===== src/rtl/core/strongly_connected_components_defines.svh =====
// ----------------------------------------------------------------------------
// Assertion macros for the strongly connected components block
// Concurrent checks on clk_i, with or without the reset disable.
// ----------------------------------------------------------------------------
`ifndef STRONGLY_CONNECTED_COMPONENTS_DEFINES_SVH
`define STRONGLY_CONNECTED_COMPONENTS_DEFINES_SVH

`ifndef SYNTHESIS
`define SCC_ASSERT(name, prop, msg) \
  name: assert property (@(posedge clk_i) disable iff (!rst_ni) prop) else $error(msg);
`define SCC_ASSERT_RST(name, prop, msg) \
  name: assert property (@(posedge clk_i) prop) else $error(msg);
`else
`define SCC_ASSERT(name, prop, msg)
`define SCC_ASSERT_RST(name, prop, msg)
`endif

`endif


===== src/rtl/core/scc_pkg.sv =====
// ----------------------------------------------------------------------------
// scc_pkg
// Shared types and constants of the strongly connected components block.
// ----------------------------------------------------------------------------
`timescale 1ns / 1ps

package scc_pkg;

  localparam int VTX_W = 6;
  localparam int CFG_W = 7;
  localparam int CMD_W = 2;

  typedef enum logic [CMD_W-1:0] {
    CMD_ADD   = 2'd0,
    CMD_RUN   = 2'd1,
    CMD_CLEAR = 2'd2
  } cmd_e;

  typedef enum logic [3:0] {
    ST_IDLE,
    ST_ROOT,
    ST_PUSH,
    ST_SCAN,
    ST_EDGE,
    ST_CMP,
    ST_FIN,
    ST_POPRD,
    ST_POPWR,
    ST_RET,
    ST_PAR1,
    ST_PAR2,
    ST_E_FIND,
    ST_E_ROOT,
    ST_E_SCAN,
    ST_E_CHK
  } state_e;

  typedef struct packed {
    logic add;
    logic clear;
    logic rd;
  } es_ctl_t;

  typedef struct packed {
    logic             clear;
    logic             push_walk;
    logic             push_comp;
    logic             pop_walk;
    logic             pop_comp;
    logic [VTX_W-1:0] data;
  } stk_req_t;

endpackage


===== src/rtl/core/scc_ctrl.sv =====
// ----------------------------------------------------------------------------
// scc_ctrl
// Search sequencer with vertex memory, and ordered result emitter.
// ----------------------------------------------------------------------------
`timescale 1ns / 1ps
`include "strongly_connected_components_defines.svh"

module scc_ctrl #(
  parameter int MAX_VERTICES = 64,
  parameter int MAX_EDGES    = 1024
) (
  input  logic                              clk_i,
  input  logic                              rst_ni,
  input  logic                              start_i,
  input  logic [scc_pkg::CMD_W-1:0]         command_i,
  output logic                              busy_o,
  input  logic [$clog2(MAX_VERTICES+1)-1:0] n_eff_i,
  output scc_pkg::es_ctl_t                  es_ctl_o,
  output logic [$clog2(MAX_EDGES+1)-1:0]    es_addr_o,
  input  logic [$clog2(MAX_EDGES+1)-1:0]    es_cnt_i,
  input  logic                              es_ovf_i,
  input  logic [scc_pkg::VTX_W-1:0]         es_from_i,
  input  logic [scc_pkg::VTX_W-1:0]         es_to_i,
  output scc_pkg::stk_req_t                 stk_req_o,
  input  logic                              stk_walk_empty_i,
  input  logic [scc_pkg::VTX_W-1:0]         stk_rd_i,
  output logic                              result_valid_o,
  output logic [scc_pkg::VTX_W-1:0]         vertex_o,
  output logic [scc_pkg::VTX_W-1:0]         component_index_o,
  output logic                              component_end_o,
  output logic                              overflow_o,
  output logic                              last_o
);
  import scc_pkg::*;

  localparam int CNTW = $clog2(MAX_VERTICES + 1);
  localparam int VIW  = $clog2(MAX_VERTICES);
  localparam int ECW  = $clog2(MAX_EDGES + 1);

  typedef struct packed {
    logic [VTX_W-1:0] comp;
    logic [CNTW-1:0]  low;
    logic [CNTW-1:0]  disc;
    logic [ECW-1:0]   pos;
  } vent_t;

  state_e                  state_q, state_d;
  logic [CNTW-1:0]         cnt_q, cnt_d;
  logic [CNTW-1:0]         root_q, root_d;
  logic [VTX_W-1:0]        cur_v_q, cur_v_d;
  logic [CNTW-1:0]         cur_disc_q, cur_disc_d;
  logic [CNTW-1:0]         cur_low_q, cur_low_d;
  logic [ECW-1:0]          cur_pos_q, cur_pos_d;
  logic [VTX_W-1:0]        ncomp_q, ncomp_d;
  logic [MAX_VERTICES-1:0] disc_vld_q, disc_vld_d;
  logic [MAX_VERTICES-1:0] on_stk_q, on_stk_d;
  logic [CNTW-1:0]         r_q, r_d;
  logic [CNTW-1:0]         sv_q, sv_d;
  logic [VTX_W-1:0]        comp_c_q, comp_c_d;
  logic [VTX_W-1:0]        rank_q, rank_d;
  logic [CNTW-1:0]         emit_cnt_q, emit_cnt_d;
  logic [VTX_W-1:0]        pend_v_q, pend_v_d;
  logic                    pend_vld_q, pend_vld_d;
  logic                    out_vld_q, out_vld_d;
  logic [VTX_W-1:0]        out_v_q, out_v_d;
  logic [VTX_W-1:0]        out_idx_q, out_idx_d;
  logic                    out_end_q, out_end_d;
  logic                    out_ovf_q, out_ovf_d;
  logic                    out_last_q, out_last_d;

  logic                    disc_go;
  logic [VTX_W-1:0]        disc_vtx;
  logic                    vm_we, vm_re;
  logic [VIW-1:0]          vm_wa, vm_ra;
  vent_t                   vm_wd;
  vent_t                   vm_q [MAX_VERTICES];
  vent_t                   vm_rd_q;

  always_comb begin
    state_d    = state_q;
    cnt_d      = cnt_q;
    root_d     = root_q;
    cur_v_d    = cur_v_q;
    cur_disc_d = cur_disc_q;
    cur_low_d  = cur_low_q;
    cur_pos_d  = cur_pos_q;
    ncomp_d    = ncomp_q;
    disc_vld_d = disc_vld_q;
    on_stk_d   = on_stk_q;
    r_d        = r_q;
    sv_d       = sv_q;
    comp_c_d   = comp_c_q;
    rank_d     = rank_q;
    emit_cnt_d = emit_cnt_q;
    pend_v_d   = pend_v_q;
    pend_vld_d = pend_vld_q;
    out_vld_d  = 1'b0;
    out_v_d    = out_v_q;
    out_idx_d  = out_idx_q;
    out_end_d  = out_end_q;
    out_ovf_d  = out_ovf_q;
    out_last_d = out_last_q;
    es_ctl_o   = '0;
    es_addr_o  = cur_pos_q;
    stk_req_o  = '0;
    disc_go    = 1'b0;
    disc_vtx   = '0;
    vm_we      = 1'b0;
    vm_wa      = cur_v_q[VIW-1:0];
    vm_wd      = '0;
    vm_re      = 1'b0;
    vm_ra      = es_to_i[VIW-1:0];
    busy_o     = (state_q != ST_IDLE);

    case (state_q)
      ST_IDLE: begin
        if (start_i) begin
          case (cmd_e'(command_i))
            CMD_ADD: es_ctl_o.add = 1'b1;
            CMD_CLEAR: es_ctl_o.clear = 1'b1;
            CMD_RUN: begin
              disc_vld_d      = '0;
              on_stk_d        = '0;
              cnt_d           = '0;
              root_d          = '0;
              ncomp_d         = '0;
              stk_req_o.clear = 1'b1;
              state_d         = ST_ROOT;
            end
            default: ;
          endcase
        end
      end
      ST_ROOT: begin
        if (root_q == n_eff_i) begin
          r_d        = '0;
          rank_d     = '0;
          emit_cnt_d = '0;
          pend_vld_d = 1'b0;
          state_d    = ST_E_FIND;
        end else if (disc_vld_q[root_q[VIW-1:0]]) begin
          root_d = root_q + CNTW'(1);
        end else begin
          disc_go  = 1'b1;
          disc_vtx = VTX_W'(root_q);
          state_d  = ST_PUSH;
        end
      end
      ST_PUSH: begin
        stk_req_o.push_comp = 1'b1;
        stk_req_o.data      = cur_v_q;
        state_d             = ST_SCAN;
      end
      ST_SCAN: begin
        if (cur_pos_q == es_cnt_i) begin
          state_d = ST_FIN;
        end else begin
          es_ctl_o.rd = 1'b1;
          cur_pos_d   = cur_pos_q + ECW'(1);
          state_d     = ST_EDGE;
        end
      end
      ST_EDGE: begin
        state_d = ST_SCAN;
        if ((es_from_i == cur_v_q) && (CFG_W'(es_to_i) < CFG_W'(n_eff_i))) begin
          if (!disc_vld_q[es_to_i[VIW-1:0]]) begin
            vm_we               = 1'b1;
            vm_wd.low           = cur_low_q;
            vm_wd.disc          = cur_disc_q;
            vm_wd.pos           = cur_pos_q;
            stk_req_o.push_walk = 1'b1;
            stk_req_o.data      = cur_v_q;
            disc_go             = 1'b1;
            disc_vtx            = es_to_i;
            state_d             = ST_PUSH;
          end else if (on_stk_q[es_to_i[VIW-1:0]] && (es_to_i != cur_v_q)) begin
            vm_re   = 1'b1;
            state_d = ST_CMP;
          end
        end
      end
      ST_CMP: begin
        if (vm_rd_q.disc < cur_low_q) begin
          cur_low_d = vm_rd_q.disc;
        end
        state_d = ST_SCAN;
      end
      ST_FIN: begin
        vm_we      = 1'b1;
        vm_wd.low  = cur_low_q;
        vm_wd.disc = cur_disc_q;
        vm_wd.pos  = cur_pos_q;
        state_d    = (cur_low_q == cur_disc_q) ? ST_POPRD : ST_RET;
      end
      ST_POPRD: begin
        stk_req_o.pop_comp = 1'b1;
        state_d            = ST_POPWR;
      end
      ST_POPWR: begin
        on_stk_d[stk_rd_i[VIW-1:0]] = 1'b0;
        vm_we                       = 1'b1;
        vm_wa                       = stk_rd_i[VIW-1:0];
        vm_wd.comp                  = ncomp_q;
        if (stk_rd_i == cur_v_q) begin
          ncomp_d = ncomp_q + VTX_W'(1);
          state_d = ST_RET;
        end else begin
          state_d = ST_POPRD;
        end
      end
      ST_RET: begin
        if (stk_walk_empty_i) begin
          root_d  = root_q + CNTW'(1);
          state_d = ST_ROOT;
        end else begin
          stk_req_o.pop_walk = 1'b1;
          state_d            = ST_PAR1;
        end
      end
      ST_PAR1: begin
        cur_v_d = stk_rd_i;
        vm_re   = 1'b1;
        vm_ra   = stk_rd_i[VIW-1:0];
        state_d = ST_PAR2;
      end
      ST_PAR2: begin
        cur_disc_d = vm_rd_q.disc;
        cur_pos_d  = vm_rd_q.pos;
        cur_low_d  = (cur_low_q < vm_rd_q.low) ? cur_low_q : vm_rd_q.low;
        state_d    = ST_SCAN;
      end
      ST_E_FIND: begin
        if (r_q == n_eff_i) begin
          state_d = ST_IDLE;
        end else if (disc_vld_q[r_q[VIW-1:0]]) begin
          vm_re   = 1'b1;
          vm_ra   = r_q[VIW-1:0];
          state_d = ST_E_ROOT;
        end else begin
          r_d = r_q + CNTW'(1);
        end
      end
      ST_E_ROOT: begin
        comp_c_d = vm_rd_q.comp;
        sv_d     = r_q;
        state_d  = ST_E_SCAN;
      end
      ST_E_SCAN: begin
        if (sv_q == n_eff_i) begin
          out_vld_d  = 1'b1;
          out_v_d    = pend_v_q;
          out_idx_d  = rank_q;
          out_end_d  = 1'b1;
          out_ovf_d  = es_ovf_i;
          out_last_d = (emit_cnt_q + CNTW'(1) == n_eff_i);
          emit_cnt_d = emit_cnt_q + CNTW'(1);
          rank_d     = rank_q + VTX_W'(1);
          pend_vld_d = 1'b0;
          state_d    = (emit_cnt_q + CNTW'(1) == n_eff_i) ? ST_IDLE : ST_E_FIND;
        end else begin
          vm_re   = 1'b1;
          vm_ra   = sv_q[VIW-1:0];
          state_d = ST_E_CHK;
        end
      end
      ST_E_CHK: begin
        if (vm_rd_q.comp == comp_c_q) begin
          disc_vld_d[sv_q[VIW-1:0]] = 1'b0;
          if (pend_vld_q) begin
            out_vld_d  = 1'b1;
            out_v_d    = pend_v_q;
            out_idx_d  = rank_q;
            out_end_d  = 1'b0;
            out_ovf_d  = es_ovf_i;
            out_last_d = 1'b0;
            emit_cnt_d = emit_cnt_q + CNTW'(1);
          end
          pend_v_d   = VTX_W'(sv_q);
          pend_vld_d = 1'b1;
        end
        sv_d    = sv_q + CNTW'(1);
        state_d = ST_E_SCAN;
      end
      default: state_d = ST_IDLE;
    endcase

    if (disc_go) begin
      cnt_d                          = cnt_q + CNTW'(1);
      cur_v_d                        = disc_vtx;
      cur_disc_d                     = cnt_q + CNTW'(1);
      cur_low_d                      = cnt_q + CNTW'(1);
      cur_pos_d                      = '0;
      disc_vld_d[disc_vtx[VIW-1:0]]  = 1'b1;
      on_stk_d[disc_vtx[VIW-1:0]]    = 1'b1;
    end
  end

  always_ff @(posedge clk_i or negedge rst_ni) begin
    if (!rst_ni) begin
      state_q    <= ST_IDLE;
      cnt_q      <= '0;
      root_q     <= '0;
      ncomp_q    <= '0;
      disc_vld_q <= '0;
      on_stk_q   <= '0;
      r_q        <= '0;
      sv_q       <= '0;
      rank_q     <= '0;
      emit_cnt_q <= '0;
      pend_vld_q <= 1'b0;
      out_vld_q  <= 1'b0;
    end else begin
      state_q    <= state_d;
      cnt_q      <= cnt_d;
      root_q     <= root_d;
      ncomp_q    <= ncomp_d;
      disc_vld_q <= disc_vld_d;
      on_stk_q   <= on_stk_d;
      r_q        <= r_d;
      sv_q       <= sv_d;
      rank_q     <= rank_d;
      emit_cnt_q <= emit_cnt_d;
      pend_vld_q <= pend_vld_d;
      out_vld_q  <= out_vld_d;
    end
  end

  always_ff @(posedge clk_i) begin
    cur_v_q    <= cur_v_d;
    cur_disc_q <= cur_disc_d;
    cur_low_q  <= cur_low_d;
    cur_pos_q  <= cur_pos_d;
    comp_c_q   <= comp_c_d;
    pend_v_q   <= pend_v_d;
    out_v_q    <= out_v_d;
    out_idx_q  <= out_idx_d;
    out_end_q  <= out_end_d;
    out_ovf_q  <= out_ovf_d;
    out_last_q <= out_last_d;
  end

  always_ff @(posedge clk_i) begin
    if (vm_we) begin
      vm_q[vm_wa] <= vm_wd;
    end
    if (vm_re) begin
      vm_rd_q <= vm_q[vm_ra];
    end
  end

  assign result_valid_o    = out_vld_q;
  assign vertex_o          = out_v_q;
  assign component_index_o = out_idx_q;
  assign component_end_o   = out_end_q;
  assign overflow_o        = out_ovf_q;
  assign last_o            = out_last_q;

  `SCC_ASSERT(a_out_from_emit, out_vld_q |-> ($past(state_q) == ST_E_SCAN || $past(state_q) == ST_E_CHK), "result item outside emit phase")
  `SCC_ASSERT(a_last_ends_run, (out_vld_q && out_last_q) |-> (state_q == ST_IDLE), "run still active after final item")
  `SCC_ASSERT(a_end_with_last, (out_vld_q && out_last_q) |-> out_end_q, "final item does not close its component")
  `SCC_ASSERT(a_onstk_disc, (on_stk_q & ~disc_vld_q) == '0, "undiscovered vertex on stack")

endmodule

===== config.mk =====
export PLATFORM = sky130hd
export DESIGN_NAME = scc_ctrl
export DESIGN_NICKNAME = d
export VERILOG_FILES = /design/src/rtl/core/scc_pkg.sv /design/src/rtl/core/scc_ctrl.sv
export VERILOG_INCLUDE_DIRS = /design/src /design/src/rtl/core
export SDC_FILE = /design/constraint.sdc
export NUM_CORES = 2
export LEC_CHECK = 0
export BUFFER_PORTS_ARGS = -buffer_cell sky130_fd_sc_hd__buf_4
export CAP_MARGIN = 30
export CORE_AREA = 2 2 487 489
export CTS_CLUSTER_DIAMETER = 50
export CTS_CLUSTER_SIZE = 24
export DETAILED_ROUTE_END_ITERATION = 10
export DIE_AREA = 0 0 489 491
export PLACE_DENSITY_LB_ADDON = 0.05
export SYNTH_ARGS = -nofsm -noshare
export SYNTH_HDL_FRONTEND = slang
export SYNTH_SLANG_ARGS = --single-unit

===== constraint.sdc =====
create_clock -name clk_i -period 6.5 [get_ports clk_i]
set_input_delay 0.325 -clock clk_i [delete_from_list [all_inputs] [get_ports clk_i]]
set_output_delay 0.325 -clock clk_i [all_outputs]
set_load 0.05 [all_outputs]

# == After elaboration in Yosys (flattened, before gate mapping) ==
# Memories as Yosys holds them, arrays and structs flattened. A register that Yosys moved wholly into a read port is not among the register bits.
# Cells that the tools add are included.
# classes
order_cmp,12
eq_ne,44
n_reduce_logical,37
add_sub_neg,8
bitwise_logic,6
muxes,145
# ops
cell,n
2-to-1 mux 64 bit,7
case mux 64 bit (2 select lines),2
2-to-1 mux 6 bit,24
AND 64 bit,2
NOT 64 bit,2
OR 64 bit,2
2-to-1 mux 7 bit,18
case mux 6 bit (2 select lines),6
case mux 4 bit (13 select lines),1
2-to-1 mux 25 bit,2
case mux 25 bit (2 select lines),1
2-to-1 mux 1 bit,44
2-to-1 mux 4 bit,11
less-than comparator 6 x 7 -> 1 bit (second input constant),6
case mux 7 bit (2 select lines),3
case mux 7 bit (3 select lines),2
adder 7 x 1 -> 7 bit (second input constant),5
== test 7 bit,5
== test 4 bit (second input constant),8
binary-select mux 1 bit (select 6 bit),4
inequality test 2 bit (second input constant),12
case mux 11 bit (2 select lines),1
nonzero test 2 bit,11
AND reduction 4 bit,5
34 further kinds,68
# totals
out_inout_bits,42
mem_count,1
register_bits,239
word_cells,276
mem_bits_rw,1984
# mem_list
memory,words,word_bits,rd,rd_clocked_by_memory_dff,wr,line_no,text
vm_q,64,31,1,1,1,scc_ctrl.sv:76,vent_t vm_q [MAX_VERTICES];

# == Depth between registers and ports, before layout ==
# logic_depth
depth_word,11
mapped_depth,17
depth_no_buf,14

# == Worst setup path after synthesis ==
# OpenSTA, ideal clock, no wires.
# synth_timing
path_type,in2reg
startpoint,in es_to_i[0] in the netlist's numbering
endpoint,"mem vm_q[20][0] in the netlist's numbering, enable pin"
path_slack_ns,1.479
required_time_ns,6.081
n_path_buf,2
t_arrival_ns,4.602
stages,10
cell_sequence,buf_2 mux4_2 mux4_2 mux4_2 a211o_1 a211oi_2 nand2b_1 buf_4 nand3_1 nor2_1
# synth_between
elab_chain_cells,7
word_cells_on_any_way,9
classes_between,order compare (1); mux (7); reduce/logical (1)
# synth_lines
element,line_no,text
"start, declared",scc_ctrl.sv:23,"input logic [scc_pkg::VTX_W-1:0] es_to_i,"
binary-select mux 1 bit (select 6 bit),scc_ctrl.sv:166,if (!disc_vld_q[es_to_i[VIW-1:0]]) begin
2-to-1 mux 1 bit (not written as such),scc_ctrl.sv:166,
2-to-1 mux 1 bit,scc_ctrl.sv:166,
2-to-1 mux 1 bit (*),scc_ctrl.sv:165,if ((es_from_i == cur_v_q) && (CFG_W'(es_to_i) < CFG_W'(n_eff_i))) begin
case mux 1 bit (2 select lines) (*),scc_ctrl.sv:115,case (state_q)
2-to-1 mux 1 bit (*),scc_ctrl.sv:343,if (vm_we) begin
2-to-1 mux 1 bit (not written as such) (*),scc_ctrl.sv:344,vm_q[vm_wa] <= vm_wd;
"end, declared",scc_ctrl.sv:76,
# Mark *: on every way between the ends. The rest lies on a longest branch, timed or not. The select of a mux whose other input is x is not followed.

# == Final worst setup path ==
# layout_timing
startpoint,reg sv_q[1]
endpoint,"reg, netlist name vm_rd_q[16]"
# layout_between
elab_chain_cells,3
word_cells_on_any_way,5
classes_between,eq/ne (1); mux (4)
# layout_lines
element,line_no,text
"start, declared",scc_ctrl.sv:58,"logic [CNTW-1:0] sv_q, sv_d;"
"start signal, assigned",scc_ctrl.sv:320,sv_q <= sv_d;
== test 7 bit,scc_ctrl.sv:249,if (sv_q == n_eff_i) begin
2-to-1 mux 1 bit / 2-to-1 mux 6 bit (equally long branches),scc_ctrl.sv:249,
case mux 1 bit (4 select lines) / case mux 6 bit (3 select lines) (equally long branches),scc_ctrl.sv:115,
# Several ways; a longest one is shown, not always the timed one.
# A chain may end at the register's enable or synchronous reset.

==> flow_summary.toml <==
[sta]
fin_hold_ws_ps = 78.8
max_slew.worst_pin.slew_ps = 1150
hold_viol_final = 0
report.final.slew_viol_count = 0
final_min_period_over_clock_period = 0.841
fin_setup_tns_ps = 0
setup_viol = 0
rsz0062_at_grt = "no"
fin_worst_skew_ps = 53.6
relSlewSlack = 0.224
period_needed_ps = 5460
max_freq_ghz = 0.183

[cts]
clockBufferDepth = 4
path_clk_slew_ps = 60
cts_setup_buffers = 0
htreeDepth = 5
numCtsBuffers = 281
insertion_delay_ps = 930
clock_sinks = 2254
cts_tree = "yes"
cts_root_buffer = "clkbuf_16"

[die]
coreArea_mm2 = 0.235
rows = 178
pin_count = 85
initial_core_util = 0.398
chipHeight_um = 491
dieArea_mm2 = 0.240
dieWidth_um = 489

[global_routing]
overflow = 0
antenna_found_initial = 32
grt_max_degree = 121
grt_pass1_vias = 59000
grt_pass1_wl_um = 456000
groute.usage.overall = 0.265

[run]
drv_cap = 0

[pwr]
powerDensity_mw_per_mm2 = 385
leakage_nw = 37.2
ir_drop_uv = 327

[yosys]
synth.distinct_cells = 95
syn_area_per_cell_um2 = 13.1
yosys-top-cells-count = "edfxtp_1 (2062), nand2_1 (1592), a21oi_1 (468)"
syn_area_mm2 = 0.0934
yosysSeqAreaShare = 0.714
ys_warn_count = 0
yosysTopAreaCell = "edfxtp_1"
async_flop_share = 0.0803
synth_seq_cells = 2254
synth_area_leaders = "edfxtp_1 (66%), nand2_1 (6.4%), dfrtp_1 (4.9%), a21oi_1 (2.5%), nand3_1 (2.5%)"
synth_edf_count = 2062
synth_flop_cell = "edfxtp_1"
syn_nets = 7204
synth.top_cell.area_share = 0.663
synth_most_common_cell = "edfxtp_1"
netlist_instances = 7136

[placement]
gp_congestion = 0.885
dp_hpwl_um = 200000
detailed_place.area_mm2 = 0.100
port_buffers = 84

[detailed_routing]
wl_met3_um = 22300
firstDrtPassIters = 6
routed_via_density = 5.80
drt_wl_total_um = 324000
wl_met1_um = 140000
ant_nets = 0
vias = 62200
wl_per_cell_um = 30.2
top_layer_used = "met4"
wl_met2_um = 150000
drt_iter0_drc = 6907
drc = 0

[cells_and_area]
regArea_mm2 = 0.0667
final_area_mm2 = 0.109
multi_input_area_mm2 = 0.0250
finalNetCount = 7426
drive_above_1_share = 0.147
area_growth_pct = 17.2
fin_util = 0.467
fill_cells = 20700

[setup_path]
r2r_slack_ps = 1040
cp-start-kind = "register"
crit_type = "reg -> reg"
cp.arrival_ps = 6130
cp.required_ps = 7160
end_kind = "register"
critPathMaxFanout = 21

[status]
status = "finished, final reports clean"

[worst_hold_path]
worstHoldPathType = "in -> reg"
==> cell type report <==
type | instances | area share
sequential | 2254 | 0.609
tap | 3150 | 0.0360
clock buffer | 308 | 0.0661
multi-input combinational | 4309 | 0.229
timing repair buffer | 433 | 0.0393
inverter | 79 | 0.00272
clock inverter | 177 | 0.0180
antenna | 8 | 0.000183
==> logic make-up after synthesis <==
logic type | share of synthesized area
simple gates | 0.124
flops | 0.714
compound gates | 0.0963
buf+inv | 0.0260
mux | 0.0259
xor+xnor | 0.00985
fa+ha+maj | 0.00335
==> flip-flops by register name (all words and copies together), names as in the netlist, 4 cells and up <==
signal / flops
component_index_o: 6
state_q: 4
cur_disc_q: 7
ncomp_q: 6
vm_rd_q: 31
on_stk_q: 64
es_addr_o: 11
vm_q: 1984
root_q: 7
comp_c_q: 6
sv_q: 7
cur_low_q: 7
cur_v_q: 6
pend_v_q: 6
vertex_o: 6
rank_q: 6
disc_vld_q: 64
r_q: 7
emit_cnt_q: 7
cnt_q: 7
==> layout by cell type, fill, tap and decap left out, types with 47 or more instances in the layout <==
cell,n
buf_4,338
buf_12,70
xor2_1,47
o21ai_0,172
nand3_1,458
a21oi_1,468
dfrtp_1,181
clkbuf_16,285
a211oi_1,47
o22ai_1,100
nor2_4,69
nor3_1,131
xnor2_1,58
mux4_2,71
nor2_1,119
o22a_1,62
a31oi_1,97
nand2_1,1587
a32o_1,82
mux2i_1,72
edfxtp_1,2062
o211ai_1,96
inv_1,77
nand4_1,47
==> where the power goes <==
part	total, mW	switching (mW)	internal [mW]
Sequential	16.4	0.372	16.1
Combinational	10.0	7.20	2.84
Clock	15.7	6.49	9.19
Total	42.1	14.1	28.1
==> timing repair <==
item | 4_1_cts | 5_1_grt
hold endpoints to repair | 127 | 0
hold buffers | 13 | 0
resized for setup | 0 | 0
==> critical path, stage by stage, from the launching register on <==
cell	delay, ps
dfrtp_1	640
xnor2_1	180
nand3_1	130
nor2_2	470
mux2_2	410
a32oi_1	700
nor3_1	310
o211ai_1	630
buf_4	490
a21oi_1	90
nor3_1	300
o211ai_1	470
and4_1	380
==> routing by layer <==
metal  vias to the layer above  global-route usage
met5                         -                   0
met4                         0              0.0874
met3                       477              0.0371
met2                      2516               0.415
met1                     31900               0.380
li1                      27300                   -
==> worst paths after layout <==
check                                 startpoint                       end  cells after the start
min                                   es_to_i[2]      cur_v_q[2]$_DFFE_PP_                      3
max                          sv_q[1]$_DFFE_PN0P_     vm_rd_q[16]$_DFFE_PP_                     12
max in group asynchronous                 rst_ni  disc_vld_q[40]$_DFF_PN0_                      5
min in group asynchronous                 rst_ni      cnt_q[4]$_DFFE_PN0P_                      4
max reg2reg                  sv_q[1]$_DFFE_PN0P_     vm_rd_q[16]$_DFFE_PP_                     12
min reg2reg                pend_v_q[0]$_DFFE_PP_     vertex_o[0]$_DFFE_PP_                      0
==> metrics by stage <==
| step | power, mW | cells | setup WS, ps |
|---|---|---|---|
| global placement | 26.6 | 10200 | 804 |
| global route | 43.6 | 10700 | 876 |
| CTS | 42.4 | 10700 | 1110 |
| detailed placement | 26.7 | 10200 | 768 |
| finish | 42.1 | 10700 | 1040 |
| floorplan | 22.3 | 7136 | 1480 |
No activity file was read; power rests on OpenSTA's default activity.
